<file path="src/sv/ofo_pkg.sv">
// Shared constants, types and helper functions of the oversampled FM oscillator.
package ofo_pkg;

   localparam int PHASE_BITS_DEF = 32;
   localparam int MAX_OVERSAMPLE = 16;
   localparam int IDX_W = 4;
   localparam int MUL_W = 33;
   localparam int DIV_N = 64;
   localparam int DIV_D = 44;

   localparam logic [1:0] WAVE_SINE   = 2'd0;
   localparam logic [1:0] WAVE_TRI    = 2'd1;
   localparam logic [1:0] WAVE_SAW    = 2'd2;
   localparam logic [1:0] WAVE_SQUARE = 2'd3;

   localparam logic [1:0] REG_WAVEFORM      = 2'd0;
   localparam logic [1:0] REG_QUALITY       = 2'd1;
   localparam logic [1:0] REG_FREQ_MULT     = 2'd2;
   localparam logic [1:0] REG_SAMPLE_PERIOD = 2'd3;

   localparam logic [23:0] MIN_WIDTH     = 24'd33554;
   localparam logic [23:0] MAX_WIDTH     = 24'hFF_FFFF;
   localparam logic [15:0] WIDTH_DIVISOR = 16'd35000;
   // floor(2^47 / 35000), reciprocal for the width quotient
   localparam logic [31:0] WIDTH_RECIP   = 32'd4021071095;

   typedef struct packed {
      logic busy;
      logic done;
   } div_status_type;

   // sine series coefficients, Q30
   function automatic logic signed [MUL_W-1:0] sin_coef(input logic [2:0] k);
      logic signed [MUL_W-1:0] c;
      case (k)
         3'd0:    c = 33'sd1686629713;
         3'd1:    c = 33'sd693598668;
         3'd2:    c = 33'sd85569306;
         3'd3:    c = 33'sd5026993;
         3'd4:    c = 33'sd172272;
         default: c = '0;
      endcase
      return c;
   endfunction

   function automatic logic [23:0] sat24(input logic signed [2*MUL_W-1:0] v);
      logic [23:0] r;
      if (v > $signed(66'sd8388607)) begin
         r = 24'h7F_FFFF;
      end else if (v < -$signed(66'sd8388608)) begin
         r = 24'h80_0000;
      end else begin
         r = v[23:0];
      end
      return r;
   endfunction

endpackage

</file>
<file path="src/sv/ofo_mul.sv">
// Shared signed multiplier with a registered product.
module ofo_mul
   import ofo_pkg::*;
(
   input  logic                          clock,
   input  logic signed [MUL_W-1:0]       op_a,
   input  logic signed [MUL_W-1:0]       op_b,
   output logic signed [2*MUL_W-1:0]     prod_ff
);

   logic signed [2*MUL_W-1:0] prod_in;

   assign prod_in = op_a * op_b;

   always_ff @(posedge clock) begin
      prod_ff <= prod_in;
   end

endmodule

</file>
<file path="config.mk">
export PLATFORM = sky130hd
export DESIGN_NAME = ofo_mul
export DESIGN_NICKNAME = d
export VERILOG_FILES = /design/src/sv/ofo_pkg.sv /design/src/sv/ofo_mul.sv
export SDC_FILE = /design/constraint.sdc
export NUM_CORES = 2
export LEC_CHECK = 0
export BUFFER_PORTS_ARGS = -buffer_cell sky130_fd_sc_hd__buf_2
export CORE_MARGIN = 3
export CORE_UTILIZATION = 53
export CTS_CLUSTER_DIAMETER = 40
export DETAILED_ROUTE_END_ITERATION = 12
export GPL_ROUTABILITY_DRIVEN = 1
export HOLD_SLACK_MARGIN = 0.1
export PLACE_DENSITY = 0.7
export SETUP_SLACK_MARGIN = 0.15
export SYNTH_ARGS = -nofsm -noshare
export SYNTH_HDL_FRONTEND = slang
export SYNTH_SLANG_ARGS = --single-unit
</file>
<file path="constraint.sdc">
create_clock -name clock -period 19.6 [get_ports clock]
set_input_delay 1.96 -clock clock [delete_from_list [all_inputs] [get_ports clock]]
set_output_delay 1.96 -clock clock [all_outputs]
set_load 0.05 [all_outputs]
</file>
# ---- Yosys cells after proc, flatten, opt, wreduce, memory -nomap -nowiden
# Cells that the tools add are included.
# Widths: inputs -> output; s select.
dict set report totals {
  reg_bits 66
  inputBits 67
  out_inout_bits 66
  elab_cells 2
}
dict set report op_classes {
  mul 1
}
# op count
set ops {}
lappend ops {{$mul 33x33->66} 1}

# ---- Longest topological paths before layout
dict set report depth {
  ltp_word 1
  depth_mapped 29
  ltp_nobuf 27
}

# ---- Least setup slack after synthesis
# No wires, ideal clock.
dict set report synth_timing {
  path_type {input port to flip-flop}
  start {in op_a[32]}
  end {reg prod_ff[65]}
  setup_time_ns 0.072
  arrival_time_ns 9.109
  t_required_ns 19.528
  setup_slack_ns 10.419
  stages 22
  n_path_buf 2
  cell_sequence {clkbuf_1 > nand2_1 > inv_1 > fa_1 > fa_1 > fa_1 > fa_1 > fa_1 > fa_1 > fa_1 > inv_1 > fa_1 > inv_1 > ha_1 > clkbuf_1 > a21o_1 > a21o_1 > a221o_1 > a31oi_2 > o211ai_1 > o41ai_2 > xnor2_1}
}
dict set report synth_between {
  elab_chain_cells 1
}
# item line
set synth_lines {}
lappend synth_lines {{start, declared} ofo_mul.sv:6} ;# input logic signed [MUL_W-1:0] op_a,
lappend synth_lines {{$mul 33x33->66} ofo_mul.sv:13} ;# assign prod_in = op_a * op_b;
lappend synth_lines {{via prod_in[65]} ofo_mul.sv:11} ;# logic signed [2*MUL_W-1:0] prod_in;
lappend synth_lines {{end signal, assigned} ofo_mul.sv:16} ;# prod_ff <= prod_in;
lappend synth_lines {{end, declared} ofo_mul.sv:8} ;# output logic signed [2*MUL_W-1:0] prod_ff
# The timed path passes the listed nets, and every way through them passes these cells.

# ---- Worst setup path in the final report
dict set report layout_timing {
  start {in op_b[9]}
  end {reg prod_ff[65]}
}
dict set report layout_between {
  elab_chain_cells 1
}
# item line
set layout_lines {}
lappend layout_lines {{start, declared} ofo_mul.sv:7} ;# input logic signed [MUL_W-1:0] op_b,
lappend layout_lines {{$mul 33x33->66} ofo_mul.sv:13}
lappend layout_lines {{via prod_in[65]} ofo_mul.sv:11}
# The timed path passes the listed nets, and every way through them passes these cells.

==> metrics.txt <==
final worst path period share 51.5%; wire per inst 20.0 um; CTS max path bufs 2; Netlist cell types 61; initial core utilization 53.9%; area of the multi-input gates 34000 um2; Post-Synth Adder-Cell Area 63.5%; Critical Path AT 10420 ps; DRT Pass-1 Iters 6; maximum clock rate 99.0 MHz; Most used DFF post-synth dfxtp_1; synth cell count leaders fa_1, inv_1, and2_1; # hold bufs at CTS 0; Setup Crit Path Kind primary input to flip-flop; Syn Area/Cell 9.38 um2; #FFs+latches synth 66; DP HPWL 84.8 mm; worst-path fanout max 33; Chip Height 282 um; num ports 133; Total GRT Usage 28.0%; Synth Area in Compound Gates 3.60%; vias in the first global route 31294; Num CTS Buffers 9; die area 79500 um2; Final Non-Filler Cells 5213; register area share after synthesis 3.27%; post-synth top area share 56.8%; cell area after synthesis 40400 um2; Tmin final 10100 ps; CTS tree built; Post-Place Cells 5193; RSZ-0062 raised after global routing false; Final Hold Fails 0; drt drc 0; max_slew headroom 24.0%; IO Port Bufs 132; EDFF count, synth 0; Synth Instances 4302; DRT iter0 DRCs 1590; first-pass GRT wire length 171 mm; DRT antenna net count 0; # setup viols final 0; layout cells sized above 1 4.25%; biggest regs prod_ff: 66 flops; Max-Cap Viols 0; kind of end point of the critical path flip-flop; Synth Area in Simple Gates 15.4%; Post-Route WL 104 mm; yosys warns 0; Startpoint Class primary input; XOR/XNOR share of the synthesized area 1.63%; Worst Hold Class primary input to flip-flop; Reg with most FFs prod_ff; max FFs per register 66; max-slew violations 0; outcome complete, no violations; async set-reset flop share out of synthesis 0%; filler cell count 6711; Std-Cell Rows 100; htree depth 3; nets 5664; flip-flop and latch area 1320 um2; CTS root buf clkbuf_16; Clock Sinks 66; Syn Nets 5731; WP data required 19920 ps; GP Congestion 0.903; DR vias/cell 5.40; setup TNS 0 ps; post-CTS setup buffers 0; Reg clk slew, reported paths 70 ps; actual slew at the worst max-slew pin 1140 ps; post-CTS sizing 0; core footprint 74900 um2; Area Overhead vs Synth 3.47%; via count 28175; antenna violations before repair 6; Synth area leader fa_1; largest net degree at the start of global routing 34; largest cells by area after synthesis fa_1, inv_1, and2_1, ha_1, nand2_1; multiplexer share of the synthesized area 0%; Chip Width 282 um; total grt overflow 0; largest family of logic cells by synthesized area adder cells; top-count cell post-synth fa_1
-- metal layers --
| metal | track usage [%] | routed length, um | up-vias |
|---|---|---|---|
| li1 | - | - | 12044 |
| met3 | 4.12 | 5670 | 268 |
| met5 | 0 | 48 | - |
| met4 | 13.7 | 5660 | 8 |
| met1 | 34.4 | 39300 | 14937 |
| met2 | 48.8 | 53700 | 918 |
-- path summary, 6_finish.rpt --
path              slack (ps)             endpoint     from  cells past startpoint
hold / removal          2160   prod_ff[0]$_DFF_P_  op_b[0]                      2
setup / recovery        9500  prod_ff[65]$_DFF_P_  op_b[9]                     21
-- cells by family (layout without fill, tap and decap cells) --
logic type / count (synthesis) / in the layout
xor+xnor: 75 / 75
flops: 66 / 66
buf+inv: 1354 / 1292
simple gates: 1228 / 1228
fa+ha+maj: 1362 / 1362
compound gates: 217 / 217
other cells: 0 / 4
-- metrics by stage --
stage                     utilization (%)  worst slack [ps]  hold WS (ps)  instance area, um2
after detailed placement             55.4              9110          2430               41500
after CTS                            55.7              9490          2150               41800
after floorplan                         -             10420          2090               40400
after global placement               55.4              9170          2430               41500
after global routing                 55.7              9120          2200               41800
final                                55.7              9500          2160               41800
-- cell usage in the layout, fill, tap and decap left out, drive strengths merged, types with 10 or more instances in the layout --
master,n
a31oi,10
nor2,47
o21ai,43
fa,1145
and2,563
nand2,543
nand3,18
ha,217
clkbuf,12
buf,143
a21oi,73
xor2,20
inv,1133
xnor2,55
a21o,28
dfxtp,66
-- cell type report --
cell class | count | share of cell area (%)
Multi-Input combinational cell | 2882 | 81.3
Inverter | 1133 | 10.2
Sequential cell | 66 | 3.16
Tap cell | 969 | 2.90
Timing Repair Buffer | 143 | 1.78
Clock buffer | 12 | 0.590
Clock inverter | 4 | 0.0659
Antenna cell | 4 | 0.0240
-- critical path, stage by stage --
cell and delay, ps:
buf_2 660, nand2_1 280, fa_1 700, fa_1 450, fa_1 590, inv_1 80, fa_1 1270, fa_1 590
fa_1 510, fa_1 500, inv_1 50, fa_1 480, inv_1 40, ha_1 380, a21o_1 250, a21o_1 180
a221o_1 350, a31oi_2 300, o211ai_1 300, o41ai_2 320, xnor2_1 150
Power is not shown: default switching activity piles up to over one toggle a cycle in this logic, so the estimate is an artifact.
