==> config.mk <==
export PLATFORM = sky130hd
export DESIGN_NAME = ofo_div
export DESIGN_NICKNAME = d
export VERILOG_FILES = /design/src/sv/ofo_pkg.sv /design/src/sv/ofo_div.sv
export SDC_FILE = /design/constraint.sdc
export NUM_CORES = 1
export LEC_CHECK = 0
export BUFFER_PORTS_ARGS = -buffer_cell sky130_fd_sc_hd__buf_2
export CORE_ASPECT_RATIO = 1.1
export CORE_UTILIZATION = 30
export CTS_BUF_LIST = sky130_fd_sc_hd__clkbuf_4 sky130_fd_sc_hd__clkbuf_8
export DETAILED_ROUTE_END_ITERATION = 12
export GPL_TIMING_DRIVEN = 0
export PLACE_DENSITY_LB_ADDON = 0.08
export RECOVER_POWER = 100
export SLEW_MARGIN = 0
export SYNTH_ARGS = -nofsm -noshare
export SYNTH_HDL_FRONTEND = slang
export SYNTH_SLANG_ARGS = --single-unit
==> constraint.sdc <==
create_clock -name clock -period 5.7 [get_ports clock]
set_input_delay 0.57 -clock clock [delete_from_list [all_inputs] [get_ports clock]]
set_output_delay 0.57 -clock clock [all_outputs]
set_load 0.05 [all_outputs]
==> src/sv/ofo_pkg.sv <==
// Shared constants, types and helper functions of the oversampled FM oscillator.
package ofo_pkg;

   localparam int PHASE_BITS_DEF = 32;
   localparam int MAX_OVERSAMPLE = 16;
   localparam int IDX_W = 4;
   localparam int MUL_W = 33;
   localparam int DIV_N = 64;
   localparam int DIV_D = 44;

   localparam logic [1:0] WAVE_SINE   = 2'd0;
   localparam logic [1:0] WAVE_TRI    = 2'd1;
   localparam logic [1:0] WAVE_SAW    = 2'd2;
   localparam logic [1:0] WAVE_SQUARE = 2'd3;

   localparam logic [1:0] REG_WAVEFORM      = 2'd0;
   localparam logic [1:0] REG_QUALITY       = 2'd1;
   localparam logic [1:0] REG_FREQ_MULT     = 2'd2;
   localparam logic [1:0] REG_SAMPLE_PERIOD = 2'd3;

   localparam logic [23:0] MIN_WIDTH     = 24'd33554;
   localparam logic [23:0] MAX_WIDTH     = 24'hFF_FFFF;
   localparam logic [15:0] WIDTH_DIVISOR = 16'd35000;
   // floor(2^47 / 35000), reciprocal for the width quotient
   localparam logic [31:0] WIDTH_RECIP   = 32'd4021071095;

   typedef struct packed {
      logic busy;
      logic done;
   } div_status_type;

   // sine series coefficients, Q30
   function automatic logic signed [MUL_W-1:0] sin_coef(input logic [2:0] k);
      logic signed [MUL_W-1:0] c;
      case (k)
         3'd0:    c = 33'sd1686629713;
         3'd1:    c = 33'sd693598668;
         3'd2:    c = 33'sd85569306;
         3'd3:    c = 33'sd5026993;
         3'd4:    c = 33'sd172272;
         default: c = '0;
      endcase
      return c;
   endfunction

   function automatic logic [23:0] sat24(input logic signed [2*MUL_W-1:0] v);
      logic [23:0] r;
      if (v > $signed(66'sd8388607)) begin
         r = 24'h7F_FFFF;
      end else if (v < -$signed(66'sd8388608)) begin
         r = 24'h80_0000;
      end else begin
         r = v[23:0];
      end
      return r;
   endfunction

endpackage

==> src/sv/ofo_div.sv <==
// Radix-2 restoring divider, one quotient bit per cycle.
module ofo_div
   import ofo_pkg::*;
(
   input  logic             clock,
   input  logic             reset,
   input  logic             start,
   input  logic [DIV_N-1:0] dividend,
   input  logic [DIV_D-1:0] divisor,
   output div_status_type   status,
   output logic [DIV_N-1:0] quotient
);

   localparam int CNT_W = $clog2(DIV_N);

   logic [DIV_D:0]   rem_ff, rem_in, rem_sh;
   logic [DIV_N-1:0] quo_ff, quo_in;
   logic [DIV_D-1:0] dsr_ff, dsr_in;
   logic [CNT_W-1:0] cnt_ff, cnt_in;
   logic             busy_ff, busy_in;
   logic             done_ff, done_in;

   always_comb begin
      rem_in  = rem_ff;
      quo_in  = quo_ff;
      dsr_in  = dsr_ff;
      cnt_in  = cnt_ff;
      busy_in = busy_ff;
      done_in = 1'b0;
      rem_sh  = {rem_ff[DIV_D-1:0], quo_ff[DIV_N-1]};
      if (start) begin
         rem_in  = '0;
         quo_in  = dividend;
         dsr_in  = divisor;
         cnt_in  = '0;
         busy_in = 1'b1;
      end else if (busy_ff) begin
         // shift in the next dividend bit, subtract when it fits
         if (rem_sh >= {1'b0, dsr_ff}) begin
            rem_in = rem_sh - {1'b0, dsr_ff};
            quo_in = {quo_ff[DIV_N-2:0], 1'b1};
         end else begin
            rem_in = rem_sh;
            quo_in = {quo_ff[DIV_N-2:0], 1'b0};
         end
         cnt_in = cnt_ff + 1'b1;
         if (cnt_ff == CNT_W'(DIV_N - 1)) begin
            busy_in = 1'b0;
            done_in = 1'b1;
         end
      end
   end

   always_ff @(posedge clock) begin
      if (reset) begin
         busy_ff <= 1'b0;
         done_ff <= 1'b0;
      end else begin
         busy_ff <= busy_in;
         done_ff <= done_in;
      end
   end

   always_ff @(posedge clock) begin
      rem_ff <= rem_in;
      quo_ff <= quo_in;
      dsr_ff <= dsr_in;
      cnt_ff <= cnt_in;
   end

   assign status.busy = busy_ff;
   assign status.done = done_ff;
   assign quotient    = quo_ff;

endmodule

# Yosys cells after proc, flatten, opt, wreduce, memory -nomap -nowiden

Index checks and enable logic that the tools add are counted.

Word-level logic and storage cells: 21
Output and inout bits: 66
Input port bits: 111
Flip-flop bits (word level): 160

Bitwise logic cells: 1
Order comparisons: 1
Reduce and logical (&&, ||, !) cells: 2
Equal/unequal tests: 1
Muxes and demuxes: 8
Add/subtract/negate cells: 2

Operators by type and width:

| operator              | number |
|---|---|
| $mux W64              | 2 |
| $ge A45 B44 Y1        | 1 |
| $mux W44              | 1 |
| $sub A44 B44 Y44      | 1 |
| $add A6 B1 Y6 const B | 1 |
| $eq A6 B6 Y1 const B  | 1 |
| $mux W1               | 5 |
| $reduce_or A3 Y1      | 1 |
| $reduce_bool A2 Y1    | 1 |
| $not A1 Y1            | 1 |

# Logic depth before layout (Yosys ltp)

Depth after elaboration: 4
Gate-level depth with buffers: 15
Depth with buffers taken out: 13

# Worst setup path before layout

No wires, ideal clock.

Path kind: register to register
From: reg quo_ff[63] (netlist: quotient[63])
To: reg rem_ff[36]
Data required time: 5.565 ns
Period minus slack after synthesis: 3.152 ns
Buffers on the path: 0
Cell stages (with the launch flop): 14
Arrival time: 3.018 ns
Slack: 2.548 ns
Cells stage by stage: edfxtp_1 > inv_1 > ha_1 > fa_1 > nor2b_1 > o31ai_1 > a21oi_1 > a31o_2 > a31oi_1 > o21ai_1 > a21boi_1 > or2_2 > a41oi_1 > nor3_1

Longest elaborated chain between the ends: 2
Elaborated cells on any way between the ends: 3
Classes of those cells: add/sub: 1; order compare: 1; mux: 1

RTL lines:

| what                                               | line                         | RTL |
|---|---|---|
| start, declared                                    | ofo_div.sv:17                | `logic [DIV_N-1:0] quo_ff, quo_in;` |
| start signal, assigned                             | ofo_div.sv:66                | `quo_ff <= quo_in;` |
| $sub A44 B44 Y44 or $ge A45 B44 Y1 (tied branches) | ofo_div.sv:40, ofo_div.sv:39 |  |
| $mux W44 *                                         | ofo_div.sv:39                | `if (rem_sh >= {1'b0, dsr_ff}) begin` |
| end signal, assigned                               | ofo_div.sv:65                | `rem_ff <= rem_in;` |
| end, declared                                      | ofo_div.sv:16                | `logic [DIV_D:0] rem_ff, rem_in, rem_sh;` |

Every way passes the cells marked *; elsewhere a longest branch is shown, timed or not.
A chain may end at the register's enable or synchronous reset.

# Worst setup path after layout

From: in start
To: reg quo_ff[53] (netlist: quotient[53]) (enable)

Longest elaborated chain between the ends: 1

RTL lines:

| what                                | line         | RTL |
|---|---|---|
| start, declared                     | ofo_div.sv:7 | `input logic start,` |
| $reduce_bool A2 Y1 (no source line) | --           |  |

Every way passes these cells.

==> reports/results.ini <==
[run_status]
status = complete, but fails checks
violations = DRC, capacitance limit, slew limit

[global_routing]
grt_pass1_wl_mm = 38.0
grt_pass1_vias = 7085
grt_use_total_pct = 16.1
grt_max_degree = 66
grt-ovfl-total = 0
antenna_found_initial = 6

[worst_setup_path]
start_kind = primary input
required_ns = 5.80
path_cells = clkbuf_1, clkbuf_1, nor2_1, inv_4
crit_path_frequent_cell = clkbuf_1
reg2reg_depth = 13
r2r_setup_slack_ns = 1.82
cp_max_fo = 65
slowest_delay_ns = 1.86
r2r_end = rem_ff[36]
slowest_stage = clkbuf_1
worst_ep_arrival_time_ns = 4.05
worstSetupPathType = primary input to flip-flop
cp-end-kind = flip-flop
r2r-start = quotient[63]
crit_family = buffers and inverters
path_buf_inv = 3

[cells_and_area]
num-fill-cells = 3005
final_cell_area_um2 = 10500
area.growth.synth_to_final_pct = 18.9
fin_util_pct = 36.5
fin_nets = 1166
final_layout_size_suffix_gt1_share_pct = 21.8

[routing]
wirelength_mm = 23.5
vias = 6772
drtIter0Drc = 301
wl_per_cell_um = 16.9
remaining_drc_errors = 6
firstDrtPassIters = 8
ant_nets = 0
vias_per_cell = 4.86

[timing]
worst_pin_slew_ns = 2.67
slew_viol_final = 47
fin_ws_ns = 1.75
max_freq_ghz = 0.253
period_share_pct = 69.2
tns_ns = 0
timing.slew.headroom_pct = -77.9
setup_viol = 0
rsz0062_at_grt = false
post-route-min-period_ns = 3.95
hold_ws_ns = 0.261
hold_viol_final = 0
clock_skew_ns = 0.0190

[pwr]
p_int_mw = 2.02
cellLeakagePower_nw = 4.28
swShare_pct = 34.5
pwr-share-seq_pct = 45.6
power_switching_mw = 1.06
p_comb_share_pct = 25.2
ir_worst_vdd_mv = 0.160
p_per_area_nw_per_um2 = 293
p_clk_share_pct = 29.2

[synth]
synth_cells = 814
yosys.area.top_type_share_pct = 36.6
async_reset_ff_share_pct = 0
syn_area_um2 = 8850
yosys.cell_types.count = 56
synth_area_leader_cell = edfxtp_1
synthFlopType = edfxtp_1
yosys-top-cells-area = edfxtp_1 37%, dfxtp_1 12%, mux2_2 8.1%
yosysWarnings = 0
ys_seq_area_share_pct = 48.4
synth-edff-count = 108
avgSynthCellArea_um2 = 10.9
syn-num-nets = 971
ys_ff_latch = 160

[placed_design]
routabilityCongestion = 0.874
hpwl_mm = 17.4
port_buffers = 176
dpl_worst_slack_ns = 2.12
placed_cell_area_um2 = 10200

[worst_hold_path]
whs_endpoint = busy_ff
min_from = reset
whs_path_depth = 2
hp-class = primary input to flip-flop

[die]
core_um2 = 28900
rows = 65
initial_utilization_pct = 30.7
num_io_pins = 177
dieWidth_um = 166
die-area_um2 = 30200
dieHeight_um = 182

[cts]
cts-resized-gates = 0
path_clk_slew_ns = 0.10
clk_latency_ns = 0.47
cts_root_buf = clkbuf_8
post_cts_buffers = 0
cts_tree = done
postCtsHoldBufs = 0
cts_buffer_depth = 2
cts_buffers = 17
clkSinkCount = 160
h-tree-depth = 4

[run]
drv_cap = 1

-- layer usage --
layer	track usage (%)	part of all wire, %
met4	5.12	1.6
met3	5.23	6.0
met2	26.7	47
met5	0	0.11
met1	19.8	46
-- worst register-to-register path: stages, from the launching register on --
cell      delay [ns]
edfxtp_1        0.39
inv_1           0.06
ha_1            0.21
fa_1            0.42
nor2b_1         0.18
o31ai_1         0.13
a21oi_1         0.23
a31o_2          0.25
a31oi_1         0.20
o21ai_0         0.65
a21boi_0        0.33
or2_2           0.34
a41oi_1         0.27
nor3_1          0.09
-- worst max-delay path by stage --
stage,slack [ns],endpoint,cells past startpoint,from
finish,1.75,quotient[53],4,start
detailed placement,2.12,quotient[53],4,start
CTS,2.09,rem_ff[36],13,quotient[63]
floorplan,2.55,rem_ff[36],13,quotient[63]
global route,1.32,rem_ff[13],5,start
global placement,0.78,quotient[12],4,start
-- flip-flops by register name (all words and copies together), names as in the netlist --
register	cells
done_ff	1
busy_ff	1
dsr_ff	44
rem_ff	44
quotient	64
cnt_ff	6
-- power by group through the flow --
stage	Sequential (mW)	Combinational, mW	Clock [mW]
5_1_grt	1.42	0.855	0.979
6_report	1.40	0.777	0.901
2_1_floorplan	1.59	0.420	0
3_5_place_dp	1.43	0.799	0
4_1_cts	1.40	0.800	0.938
3_3_place_gp	1.43	0.799	0
-- Yosys cell counts (2+ instances only) --
cell	instances
nor2_1	53
edfxtp_1	108
clkbuf_1	36
xor2_1	18
nand2b_1	5
mux2i_1	36
mux2_2	64
inv_1	52
o21ai_1	3
or4_1	2
a221o_1	2
buf_2	4
and2_1	2
or3_1	2
a21o_1	33
a221oi_1	2
nor2b_1	8
o21ai_0	35
a2111oi_0	2
and3_1	9
o21bai_1	3
nor3b_1	2
buf_4	4
nand3_1	10
nand4_1	9
o221ai_1	5
buf_6	3
o21a_1	9
o31a_1	2
dfxtp_1	52
a21oi_1	39
a41oi_1	2
a31oi_1	16
ha_1	45
o211ai_1	6
nand2_1	55
o31ai_1	4
nor3_1	4
a211oi_1	27
xnor2_1	25
-- cell families after synthesis --
| group | Yosys count | synth area share, % |
|---|---|---|
| multiplexers | 100 | 12.2 |
| AND/OR/NAND/NOR | 164 | 8.41 |
| adder cells (fa/ha/maj) | 46 | 6.59 |
| AO/OA/AOI/OAI | 202 | 15.5 |
| buffers and inverters | 99 | 4.68 |
| XOR/XNOR | 43 | 4.25 |
| flip-flops | 160 | 48.4 |
-- per-stage QoR --
step	instances	power [mW]
after detailed placement	1358	2.23
after floorplan	814	2.01
after global placement	1358	2.23
after global routing	1392	3.25
final	1394	3.08
after CTS	1390	3.14
-- cell usage in the layout, fill, tap and decap left out, types with 5 or more instances in the layout --
cell      synthesis  layout
nor2_1           53      53
o21a_1            9       9
a211oi_1         27      27
mux2i_1          36      36
edfxtp_1        108     108
nand2b_1          5       5
nand4_1           9       9
clkbuf_1         36     103
nand2_1          55      55
xor2_1           18      18
clkbuf_8          0      17
buf_2             4     113
a31oi_1          16      16
inv_1            52      51
o221ai_1          5       5
nor2b_1           8       8
and3_1            9       9
o21ai_0          35      38
xnor2_1          25      25
a21o_1           33      33
dfxtp_1          52      52
a21oi_1          39      39
o211ai_1          6       6
nand3_1          10      10
mux2_2           64      64
ha_1             45      45
-- layout make-up --
| cell class | count | area, um^2 | share of cell area (%) |
|---|---|---|---|
| antenna | 4 | 10.0 | 0.0951 |
| buffer | 47 | 219 | 2.08 |
| clock buffer | 17 | 234 | 2.22 |
| clock inverter | 15 | 169 | 1.60 |
| inverter | 52 | 198 | 1.88 |
| multi-input combinational | 555 | 4160 | 39.5 |
| sequential | 160 | 4280 | 40.7 |
| tap | 368 | 460 | 4.37 |
| timing repair buffer | 176 | 797 | 7.57 |
No activity file was read; power rests on OpenSTA's default activity.
